===== src/hw/rtl/icle_pkg.sv =====
`timescale 1ns / 1ps
package icle_pkg;

   localparam int VALUE_WIDTH = 32;
   localparam int COUNT_WIDTH = 16;

   // characters
   localparam logic [7:0] CH_ZERO   = 8'd48;
   localparam logic [7:0] CH_ONE    = 8'd49;
   localparam logic [7:0] CH_SEVEN  = 8'd55;
   localparam logic [7:0] CH_EIGHT  = 8'd56;
   localparam logic [7:0] CH_NINE   = 8'd57;
   localparam logic [7:0] CH_UP_A   = 8'd65;
   localparam logic [7:0] CH_UP_F   = 8'd70;
   localparam logic [7:0] CH_LO_A   = 8'd97;
   localparam logic [7:0] CH_LO_F   = 8'd102;
   localparam logic [7:0] CH_LO_X   = 8'd120;
   localparam logic [7:0] CH_UP_X   = 8'd88;
   localparam logic [7:0] CH_PLUS   = 8'd43;
   localparam logic [7:0] CH_MINUS  = 8'd45;
   localparam logic [7:0] CH_STAR   = 8'd42;

   // lexer states
   localparam logic [2:0] LX_START = 3'd0;
   localparam logic [2:0] LX_ZERO  = 3'd1;
   localparam logic [2:0] LX_DEC   = 3'd2;
   localparam logic [2:0] LX_HEXP  = 3'd3;
   localparam logic [2:0] LX_HEX   = 3'd4;
   localparam logic [2:0] LX_OCT   = 3'd5;
   localparam logic [2:0] LX_ERR   = 3'd6;
   localparam logic [2:0] LX_SIGN  = 3'd7;

   // character classes
   localparam logic [2:0] CC_ZERO  = 3'd0;
   localparam logic [2:0] CC_OCT   = 3'd1;
   localparam logic [2:0] CC_DEC   = 3'd2;
   localparam logic [2:0] CC_HEXL  = 3'd3;
   localparam logic [2:0] CC_X     = 3'd4;
   localparam logic [2:0] CC_OTHER = 3'd5;
   localparam logic [2:0] CC_SIGN  = 3'd6;

   // token kinds
   localparam logic [2:0] TK_NONE = 3'd0;
   localparam logic [2:0] TK_DEC  = 3'd1;
   localparam logic [2:0] TK_OCT  = 3'd2;
   localparam logic [2:0] TK_HEX  = 3'd3;
   localparam logic [2:0] TK_ERR  = 3'd4;

   typedef logic [VALUE_WIDTH-1:0] value_type;
   typedef logic [COUNT_WIDTH-1:0] count_type;

   typedef struct packed {
      count_type dec;
      count_type oct;
      count_type hex;
      count_type err;
   } counts_type;

   typedef struct packed {
      logic [7:0] char_code;
      logic       last_char;
   } req_type;

   typedef struct packed {
      logic                          expr_valid;
      logic signed [VALUE_WIDTH-1:0] value;
      count_type                     decimal_tokens;
      count_type                     octal_tokens;
      count_type                     hex_tokens;
      count_type                     error_tokens;
   } rsp_type;

   // lexer/evaluator state just after the final character
   typedef struct packed {
      logic [2:0] state;
      value_type  cn;
      value_type  tp;
      logic       neg;
      value_type  sum;
      value_type  pend;
      logic       pend_neg;
      counts_type counts;
   } fin_type;

   // expression closed, final multiply and add outstanding
   typedef struct packed {
      logic       expr_valid;
      value_type  sum;
      value_type  tp;
      value_type  cn;
      logic       neg;
      counts_type counts;
   } close_type;

   function automatic logic [2:0] char_class(input logic [7:0] c);
      logic [2:0] cc;
      cc = CC_OTHER;
      if (c == CH_ZERO) cc = CC_ZERO;
      else if (c >= CH_ONE && c <= CH_SEVEN) cc = CC_OCT;
      else if (c >= CH_EIGHT && c <= CH_NINE) cc = CC_DEC;
      else if ((c >= CH_UP_A && c <= CH_UP_F) || (c >= CH_LO_A && c <= CH_LO_F)) cc = CC_HEXL;
      else if (c == CH_LO_X || c == CH_UP_X) cc = CC_X;
      else if (c == CH_PLUS || c == CH_MINUS) cc = CC_SIGN;
      return cc;
   endfunction

   function automatic logic [2:0] dfa_next(input logic [2:0] s, input logic [2:0] cc);
      logic [2:0] n;
      logic       digit;
      digit = (cc == CC_ZERO) || (cc == CC_OCT) || (cc == CC_DEC);
      n = LX_ERR;
      case (s)
         LX_START: begin
            if (cc == CC_ZERO) n = LX_ZERO;
            else if (cc == CC_OCT || cc == CC_DEC) n = LX_DEC;
            else if (cc == CC_SIGN) n = LX_SIGN;
         end
         LX_ZERO: begin
            if (cc == CC_ZERO || cc == CC_OCT) n = LX_OCT;
            else if (cc == CC_X) n = LX_HEXP;
         end
         LX_DEC, LX_SIGN: begin
            if (digit) n = LX_DEC;
         end
         LX_HEXP, LX_HEX: begin
            if (digit || cc == CC_HEXL) n = LX_HEX;
         end
         LX_OCT: begin
            if (cc == CC_ZERO || cc == CC_OCT) n = LX_OCT;
         end
         default: n = LX_ERR;
      endcase
      return n;
   endfunction

   function automatic logic [2:0] token_kind(input logic [2:0] s);
      logic [2:0] k;
      case (s)
         LX_ZERO, LX_OCT: k = TK_OCT;
         LX_DEC:          k = TK_DEC;
         LX_HEXP, LX_HEX: k = TK_HEX;
         LX_ERR:          k = TK_ERR;
         default:         k = TK_NONE;
      endcase
      return k;
   endfunction

   function automatic count_type sat_inc(input count_type v);
      return (v == '1) ? v : v + count_type'(1);
   endfunction

   function automatic counts_type count_token(input counts_type c, input logic [2:0] s);
      counts_type r;
      r = c;
      case (token_kind(s))
         TK_DEC:  r.dec = sat_inc(c.dec);
         TK_OCT:  r.oct = sat_inc(c.oct);
         TK_HEX:  r.hex = sat_inc(c.hex);
         TK_ERR:  r.err = sat_inc(c.err);
         default: r = c;
      endcase
      return r;
   endfunction

endpackage


===== src/hw/rtl/icle_core.sv =====
`timescale 1ns / 1ps
module icle_core (
   input  logic              clock,
   input  logic              reset,
   input  logic              accept,
   input  icle_pkg::req_type req,
   output icle_pkg::fin_type fin
);
   import icle_pkg::*;

   logic [2:0] state_ff;
   value_type  cn_ff;
   value_type  tp_ff;
   logic       neg_ff;
   value_type  sum_ff;
   value_type  pend_ff;
   logic       pend_neg_ff;
   counts_type counts_ff;

   fin_type    post_in;
   logic       is_mul;
   logic       is_add;
   logic       is_digit;
   logic [7:0] digit;
   value_type  product;
   logic       clear;

   assign is_mul   = (req.char_code == CH_STAR);
   assign is_add   = (req.char_code == CH_PLUS) || (req.char_code == CH_MINUS);
   assign is_digit = (req.char_code >= CH_ZERO) && (req.char_code <= CH_NINE);
   assign digit    = req.char_code - CH_ZERO;
   assign product  = tp_ff * cn_ff;

   // the term closed by '+'/'-' is parked in pend and folded into the sum a request later
   always_comb begin
      post_in.state    = dfa_next(state_ff, char_class(req.char_code));
      post_in.cn       = cn_ff;
      post_in.tp       = tp_ff;
      post_in.neg      = neg_ff;
      post_in.sum      = pend_neg_ff ? (sum_ff - pend_ff) : (sum_ff + pend_ff);
      post_in.pend     = '0;
      post_in.pend_neg = 1'b0;
      post_in.counts   = counts_ff;
      if (is_mul || is_add) begin
         post_in.state  = LX_START;
         post_in.cn     = '0;
         post_in.counts = count_token(counts_ff, state_ff);
      end
      if (is_mul) begin
         post_in.tp = product;
      end else if (is_add) begin
         post_in.tp       = value_type'(1);
         post_in.pend     = product;
         post_in.pend_neg = neg_ff;
         post_in.neg      = (req.char_code == CH_MINUS);
      end else if (is_digit) begin
         post_in.cn = (cn_ff << 3) + (cn_ff << 1) + value_type'(digit[3:0]);
      end
   end

   assign fin   = post_in;
   assign clear = reset || (accept && req.last_char);

   always_ff @(posedge clock) begin
      if (clear) begin
         state_ff    <= LX_START;
         cn_ff       <= '0;
         tp_ff       <= value_type'(1);
         neg_ff      <= 1'b0;
         sum_ff      <= '0;
         pend_ff     <= '0;
         pend_neg_ff <= 1'b0;
         counts_ff   <= '0;
      end else if (accept) begin
         state_ff    <= post_in.state;
         cn_ff       <= post_in.cn;
         tp_ff       <= post_in.tp;
         neg_ff      <= post_in.neg;
         sum_ff      <= post_in.sum;
         pend_ff     <= post_in.pend;
         pend_neg_ff <= post_in.pend_neg;
         counts_ff   <= post_in.counts;
      end
   end

endmodule


===== src/hw/rtl/icle_close.sv =====
`timescale 1ns / 1ps
module icle_close (
   input  logic                clock,
   input  logic                reset,
   input  logic                load,
   input  icle_pkg::fin_type   fin,
   input  logic                down_ready,
   output logic                ready,
   output logic                valid,
   output icle_pkg::close_type cls
);
   import icle_pkg::*;

   logic      valid_ff;
   logic      valid_in;
   close_type cls_ff;
   close_type cls_in;

   // the final term's multiply is left to the next stage
   always_comb begin
      cls_in.counts     = count_token(fin.counts, fin.state);
      cls_in.expr_valid = (cls_in.counts.oct == '0) && (cls_in.counts.hex == '0)
                          && (cls_in.counts.err == '0);
      cls_in.sum        = fin.pend_neg ? (fin.sum - fin.pend) : (fin.sum + fin.pend);
      cls_in.tp         = fin.tp;
      cls_in.cn         = fin.cn;
      cls_in.neg        = fin.neg;
   end

   assign ready    = !valid_ff || down_ready;
   assign valid_in = ready ? load : valid_ff;

   always_ff @(posedge clock) begin
      if (reset) begin
         valid_ff <= 1'b0;
      end else begin
         valid_ff <= valid_in;
      end
   end

   always_ff @(posedge clock) begin
      if (load) begin
         cls_ff <= cls_in;
      end
   end

   assign valid = valid_ff;
   assign cls   = cls_ff;

endmodule


===== src/hw/rtl/icle_result.sv =====
`timescale 1ns / 1ps
module icle_result (
   input  logic                clock,
   input  logic                reset,
   input  logic                in_valid,
   input  icle_pkg::close_type cls,
   output logic                ready,
   output logic                rsp_valid,
   input  logic                rsp_ready,
   output icle_pkg::rsp_type   rsp_payload
);
   import icle_pkg::*;

   logic      valid_ff;
   logic      valid_in;
   rsp_type   rsp_ff;
   rsp_type   rsp_in;
   value_type prod;
   value_type total;

   assign prod  = cls.tp * cls.cn;
   assign total = cls.neg ? (cls.sum - prod) : (cls.sum + prod);

   always_comb begin
      rsp_in.expr_valid     = cls.expr_valid;
      rsp_in.value          = cls.expr_valid ? $signed(total) : '0;
      rsp_in.decimal_tokens = cls.counts.dec;
      rsp_in.octal_tokens   = cls.counts.oct;
      rsp_in.hex_tokens     = cls.counts.hex;
      rsp_in.error_tokens   = cls.counts.err;
   end

   assign ready    = !valid_ff || rsp_ready;
   assign valid_in = ready ? in_valid : valid_ff;

   always_ff @(posedge clock) begin
      if (reset) begin
         valid_ff <= 1'b0;
      end else begin
         valid_ff <= valid_in;
      end
   end

   always_ff @(posedge clock) begin
      if (ready && in_valid) begin
         rsp_ff <= rsp_in;
      end
   end

   assign rsp_valid   = valid_ff;
   assign rsp_payload = rsp_ff;

endmodule


===== src/hw/rtl/int_constant_lexer_evaluator_unit.sv =====
`timescale 1ns / 1ps
// Integer-constant lexer and expression evaluator.
// req_ channel: one character per request (char_code) with last_char marking
// the end of the expression; '+', '-' and '*' split tokens, '*' binds tighter.
// rsp_ channel: one response per expression, sent for the request carrying
// last_char: token counts, expr_valid and the wrapped 32-bit value (zero when
// expr_valid is low). Other requests produce no response.
// Throughput: one request per cycle while req_ready is high; expressions may
// follow back to back. The response passes the close, then the result stage.
// Per character: DFA step, digit accumulate and one 32x32 multiply of the
// registered term; the sum of closed terms is updated a request later; of the
// two result stages, close adds the pending term and result the final term.
// Reset (synchronous, active high) empties both result stages and returns the
// lexer to its start state; the end of each expression also resets the lexer.
// When rsp_ready is low the result stages fill; req_ready drops only once both
// hold a response, then the block waits with all state intact.
module int_constant_lexer_evaluator_unit (
   input  logic              clock,
   input  logic              reset,
   input  logic              req_valid,
   output logic              req_ready,
   input  icle_pkg::req_type req_payload,
   output logic              rsp_valid,
   input  logic              rsp_ready,
   output icle_pkg::rsp_type rsp_payload
);
   import icle_pkg::*;

   logic      accept;
   logic      load;
   fin_type   fin;
   close_type cls;
   logic      cls_valid;
   logic      result_ready;

   assign accept = req_valid && req_ready;
   assign load   = accept && req_payload.last_char;

   icle_core u_core (
      .clock  (clock),
      .reset  (reset),
      .accept (accept),
      .req    (req_payload),
      .fin    (fin)
   );

   icle_close u_close (
      .clock      (clock),
      .reset      (reset),
      .load       (load),
      .fin        (fin),
      .down_ready (result_ready),
      .ready      (req_ready),
      .valid      (cls_valid),
      .cls        (cls)
   );

   icle_result u_result (
      .clock       (clock),
      .reset       (reset),
      .in_valid    (cls_valid),
      .cls         (cls),
      .ready       (result_ready),
      .rsp_valid   (rsp_valid),
      .rsp_ready   (rsp_ready),
      .rsp_payload (rsp_payload)
   );

endmodule


===== config.mk =====
export PLATFORM = sky130hd
export DESIGN_NAME = int_constant_lexer_evaluator_unit
export DESIGN_NICKNAME = d
export VERILOG_FILES = /design/src/hw/rtl/icle_pkg.sv /design/src/hw/rtl/icle_core.sv /design/src/hw/rtl/icle_close.sv /design/src/hw/rtl/icle_result.sv /design/src/hw/rtl/int_constant_lexer_evaluator_unit.sv
export SDC_FILE = /design/constraint.sdc
export NUM_CORES = 2
export LEC_CHECK = 0
export BUFFER_PORTS_ARGS = -buffer_cell sky130_fd_sc_hd__buf_2
export CELL_PAD_IN_SITES_DETAIL_PLACEMENT = 2
export CELL_PAD_IN_SITES_GLOBAL_PLACEMENT = 2
export CORE_UTILIZATION = 38
export DETAILED_ROUTE_END_ITERATION = 8
export PLACE_DENSITY = 0.79
export SYNTH_ARGS = -nofsm -noshare
export SYNTH_HDL_FRONTEND = slang
export SYNTH_SLANG_ARGS = --single-unit

===== constraint.sdc =====
create_clock -name clock -period 9.4 [get_ports clock]
set_input_delay 0.47 -clock clock [delete_from_list [all_inputs] [get_ports clock]]
set_output_delay 0.47 -clock clock [all_outputs]
set_load 0.01 [all_outputs]

* After elaboration in Yosys (flattened, before gate mapping) *
Index checks and enable logic that the tools add are counted.

storage, ports and cells
  flip-flop bits (word level) = 458
  input bits = 13
  output and inout port bits = 99
  word-level logic and storage cells = 176

cells by class
  $add $sub $neg = 17
  multiply operators = 2
  magnitude comparators = 9
  eq/ne operators = 40
  mux-type cells = 47
  reduce and logical (&&, ||, !) cells = 33

operators by type and width
  cell                     count
  $mux W16                 16
  $mux W32                 7
  $add A16 B1 Y16 const B  8
  $add A32 B32 Y32         4
  $eq A16 B16 Y1 const B   8
  $mux W33                 3
  $sub A32 B32 Y32         3
  $mul A32 B32 Y32         2
  $mux W64                 1
  $logic_not A16 Y1        3
  $mux W35                 1
  $eq A3 B3 Y1 const B     11
  $mux W3                  11
  $add A32 B4 Y32          1
  $eq A8 B6 Y1 const B     4
  $eq A3 B2 Y1 const B     10
  $ge A8 B6 Y1 const B     3
  $pmux W3 S4              2
  $eq A8 B7 Y1 const B     2
  $ge A8 B7 Y1 const B     2
  $le A8 B6 Y1 const B     2
  $le A8 B7 Y1 const B     2
  $eq A3 B1 Y1 const B     5
  $pmux W3 S5              1
  other kinds (8)          36

* Logic depth before layout (Yosys ltp) *
  depth in word-level cells = 23
  depth in mapped cells = 41
  depth with buffers taken out = 39

* By module *
A second synthesis with hierarchy kept.

unflattened totals
  cells, all modules = 6482
  area, all modules = 59550.9 um^2

by module, submodules not included
  module                             times used  cells each  area each (um^2)  sequential area each (um^2)
  icle_core                          1           3472        29394.4           3943.8
  icle_result                        1           2249        21220.4           2932.8
  icle_close                         1           759         8923.6            4884.7
  int_constant_lexer_evaluator_unit  1           2           12.5              0.0

* Worst setup path after synthesis *
Ideal clock, no wire load.

  path type = reg-to-reg
  start point = register u_close.cls_ff (netlist bit u_close.cls[67])
  end point = register u_result.rsp_ff (netlist bit u_result.rsp_payload[95]), data pin
  setup time = 255 ps
  arrival = 8947 ps
  required time = 9145 ps
  setup slack = 199 ps
  stages on the path, launching flop included = 37
  path buffers = 1
  clock period less this slack = 9201 ps
  path through = edfxtp_1 > clkbuf_1 > and2_1 > fa_1 > inv_1 > fa_1 > fa_1 > inv_1 > fa_1 > ha_1 > ha_1 > inv_1 > fa_1 > inv_1 > fa_1 > ha_1 > a2111oi_0 > a21boi_0 > nor4b_1 > a221o_1 > a22oi_1 > nor2_1 > nor4b_1 > nor3b_1 > a21oi_1 > xor2_1 > ha_1 > a21o_1 > a21o_1 > a21oi_1 > o21ai_0 > a31o_2 > a21oi_1 > nor2b_1 > o41ai_1 > xnor2_1 > and2_1

between the ends
  longest elaborated chain between the ends = 3
  elaborated cells between the ends (all ways) = 4
  those cells by class = 2 x add/sub; 1 x mul; 1 x mux

RTL lines
  what                                                  RTL line           source
  from (decl)                                           icle_close.sv:16   close_type cls_ff;
  from (signal assigned)                                icle_close.sv:43   cls_ff <= cls_in;
  $mul A32 B32 Y32 (*)                                  icle_result.sv:21  assign prod = cls.tp * cls.cn;
  $add A32 B32 Y32 or $sub A32 B32 Y32 (tied branches)  icle_result.sv:22  assign total = cls.neg ? (cls.sum - prod) : (cls.sum + prod);
  $mux W32 (*)                                          icle_result.sv:22
  to (signal assigned)                                  icle_result.sv:46  rsp_ff <= rsp_in;
  to (decl)                                             icle_result.sv:16  rsp_type rsp_ff;

Mark *: on every way between the ends. The rest lies on a longest branch, timed or not.
A chain may end at the register's enable or synchronous reset.

* Worst setup path in the final report *
  start point = register u_close.cls_ff (netlist bit u_close.cls[69])
  end point = register u_result.rsp_ff (netlist bit u_result.rsp_payload[95]), data pin

Same word-level chain as after synthesis.

==> results.py <==
metrics = {
    "sta": {
        "slew_viol_final": 0,
        "rsz0062_at_grt": "yes",
        "fin_worst_skew_ns": 0.0764,
        "setup_ws_ns": -0.431,
        "fmax_mhz": 102,
        "setup_viol": 13,
        "maxSlewHeadroom_pct": 9.96,
        "period_share_pct": 105,
        "worst_pin_slew_ns": 1.34,
        "period_needed_ns": 9.83,
        "final_hold_viol_count": 0,
    },
    "outcome": {
        "outcome": "finished, violations left",
        "violations": "negative setup slack",
    },
    "worst_setup_path": {
        "max_stage_delay_ns": 0.54,
        "end_kind": "flop",
        "critPathKind": "reg -> reg",
        "crit_top_cell": "fa_1",
        "cpMaxStageDelayCell": "fa_1",
        "cp_max_fo": 8,
        "cp_data_arrival_time_ns": 10.28,
        "crit_path_start_kind": "flop",
        "critPathRequiredTime_ns": 9.85,
    },
    "job": {
        "maxCapViolCount": 0,
    },
    "clock_tree": {
        "htreeDepth": 2,
        "numCtsBuffers": 56,
        "cts_tree": "yes",
        "clk_latency_ns": 0.70,
        "clock-sinks": 458,
        "clkSlewWorstSetupHoldPaths_ns": 0.07,
        "root_buffer": "clkbuf_16",
        "cts_buffer_depth": 3,
    },
    "logic_synthesis": {
        "async_flop_share_pct": 0,
        "synth_ff_type": "edfxtp_1",
        "synth_edf_count": 259,
        "synth-seq-cells": 458,
        "seq_area_frac_synth_pct": 19.6,
        "yosys-top-cells-area": "fa_1 27%, edfxtp_1 13%, ha_1 8.6%, dfxtp_1 6.7%, nand2_1 6.2%",
        "syn_area_sq_um": 59900,
        "syn_nets": 8015,
        "syn_inst": 6769,
        "yosysMostFrequentCell": "nand2_1",
        "ys_types": 90,
        "ys_warn_count": 0,
        "ys_top_cells_by_count": "994 x nand2_1, 922 x inv_1, 821 x fa_1",
        "synth_top_area_share_pct": 27.4,
        "synth_area_per_cell_sq_um": 8.85,
        "synth_top_area_cell": "fa_1",
    },
    "placed_design": {
        "io_buffers": 111,
        "postPlaceCellArea_sq_um": 64400,
        "dp_hpwl_um": 186000,
        "place_congestion": 0.903,
    },
    "final_layout": {
        "fin_nets": 8228,
        "fin_area_sq_um": 67600,
        "layout-drive-gt1-share_pct": 11.1,
        "area.growth.synth_to_final_pct": 12.9,
        "fillerInstances": 17000,
    },
    "route": {
        "drtAntennaViolNets": 0,
        "wire_per_inst_um": 26.7,
        "viasPerCell": 5.60,
        "vias": 50900,
        "wirelength_um": 243000,
        "drtIter0Drc": 2636,
        "dr.pass1.iters": 5,
        "drc": 0,
    },
    "global_routing": {
        "grt_pass1_wl_um": 356000,
        "antenna_found_initial": 27,
        "grt_pass1_vias": 58100,
        "grt_usage_pct": 29.3,
        "grt_overflow": 0,
        "grt_max_degree": 188,
    },
    "floorplan": {
        "die_h_um": 399,
        "io_pins": 112,
        "row_count": 145,
        "die_w_um": 399,
        "start_util_pct": 38.3,
        "core_sq_um": 156000,
        "die_area_sq_um": 159000,
    },
    "min_path": {
        "hp-class": "in -> reg",
    },
}
[placed cells by master, fill, tap and decap left out, types with 13 or more instances in the layout]
cell | netlist | layout
a22oi_1 | 20 | 19
o21ai_1 | 3 | 18
xnor2_1 | 330 | 325
o21a_1 | 42 | 41
a21o_1 | 67 | 67
o21bai_1 | 22 | 22
a31oi_1 | 40 | 35
nand2_1 | 994 | 989
buf_4 | 2 | 354
a211oi_1 | 28 | 23
dfxtp_1 | 199 | 181
nor4_1 | 31 | 26
mux2i_1 | 26 | 25
dfxtp_2 | 0 | 14
and3_1 | 37 | 35
inv_1 | 922 | 916
nor3_1 | 96 | 89
xor2_1 | 139 | 133
or3_1 | 43 | 43
ha_1 | 412 | 396
nand3_1 | 109 | 107
and2_1 | 558 | 552
a21oi_1 | 353 | 337
o211ai_1 | 14 | 14
clkbuf_16 | 0 | 57
buf_2 | 5 | 111
buf_6 | 1 | 18
fa_1 | 821 | 817
a22o_1 | 17 | 17
nor2b_1 | 42 | 34
nor3b_1 | 14 | 13
nor2_1 | 356 | 349
edfxtp_1 | 259 | 259
o21ai_0 | 154 | 133
nand2b_1 | 44 | 43
a21oi_2 | 1 | 14
o31ai_1 | 14 | 13
nand4_1 | 27 | 27
[state kept, by name (all words and copies together), names as in the netlist]
register              flops
u_core.neg_ff             1
u_close.valid             1
u_core.sum_ff            32
u_result.rsp_payload     97
u_core.state_ff           3
u_core.pend_ff           32
u_core.cn_ff             32
u_result.rsp_valid        1
u_close.cls             162
u_core.tp_ff             32
u_core.pend_neg_ff        1
u_core.counts_ff         64
[layout make-up]
class | instances | area, sq um | area share, %
Inverter | 922 | 3470 | 5.12
Timing Repair Buffer | 492 | 3580 | 5.29
Multi-Input combinational cell | 5052 | 44100 | 65.2
Tap cell | 2058 | 2570 | 3.81
Sequential cell | 458 | 11800 | 17.4
Clock inverter | 40 | 566 | 0.836
Antenna cell | 6 | 15.0 | 0.0222
Clock buffer | 66 | 1510 | 2.23
[per-stage QoR]
stage | instances | utilization (%) | TNS (ns) | worst slack, ns | hold slack, ns
3_3_place_gp | 8939 | 41.2 | -0.220 | -0.110 | 0.403
5_1_grt | 9091 | 43.2 | -5.98 | -0.646 | 0.150
2_1_floorplan | 6769 | - | 0 | 0.199 | 0.400
4_1_cts | 9049 | 42.7 | 0 | 0.00589 | 0.0833
6_report | 9094 | 43.2 | -2.60 | -0.431 | 0.115
3_5_place_dp | 8939 | 41.2 | -3.95 | -0.505 | 0.406
[critical path: cells and delay by family (launching register included)]
family | cells | cell delay [ns]
buffers and inverters | 8 | 1.12
and+or+nand+nor | 9 | 1.66
xor gates and xnor gates | 2 | 0.44
DFF | 1 | 0.43
adders and majority gates | 10 | 4.36
AOI/OAI and AO/OA | 6 | 1.57
[cell families after synthesis]
logic type,share of synthesized area (%)
flops,19.6
mux,0.585
buf+inv,7.92
xor+xnor,6.92
fa+ha+maj,36.0
simple gates,19.6
compound gates,9.31
[routing by layer]
layer  routed length [um]  vias up  global-route usage, %
met4                 9760       18                   9.18
met1                96200    26900                   35.1
li1                     -    22100                      -
met2               126000     1396                   53.8
met3                11200      566                   3.86
met5                  122        -                      0
[what timing repair did]
item | CTS | global route
hold buffers | 1 | 0
setup endpoints to repair | 14 | 14
pin swaps | 7 | 87
gates resized for setup | 72 | 142
setup buffers | 3 | 40
hold endpoints to repair | 2 | 0
[final timing paths]
path	startpoint	slack [ns]	cells past startpoint	endpoint
worst max register to register	u_close.cls[69]$_DFFE_PP_	-0.43	35	u_result.rsp_payload[95]$_SDFFCE_PN0P_
worst max-delay path	u_close.cls[69]$_DFFE_PP_	-0.43	35	u_result.rsp_payload[95]$_SDFFCE_PN0P_
worst min register to register	u_close.cls[48]$_DFFE_PP_	0.41	0	u_result.rsp_payload[48]$_DFFE_PP_
worst min-delay path	rsp_ready	0.11	4	u_result.rsp_valid$_SDFFE_PP0P_
Power is left out: the tool's default activity adds up to more than one toggle a clock period on the data nets, which glitch-free logic cannot reach.
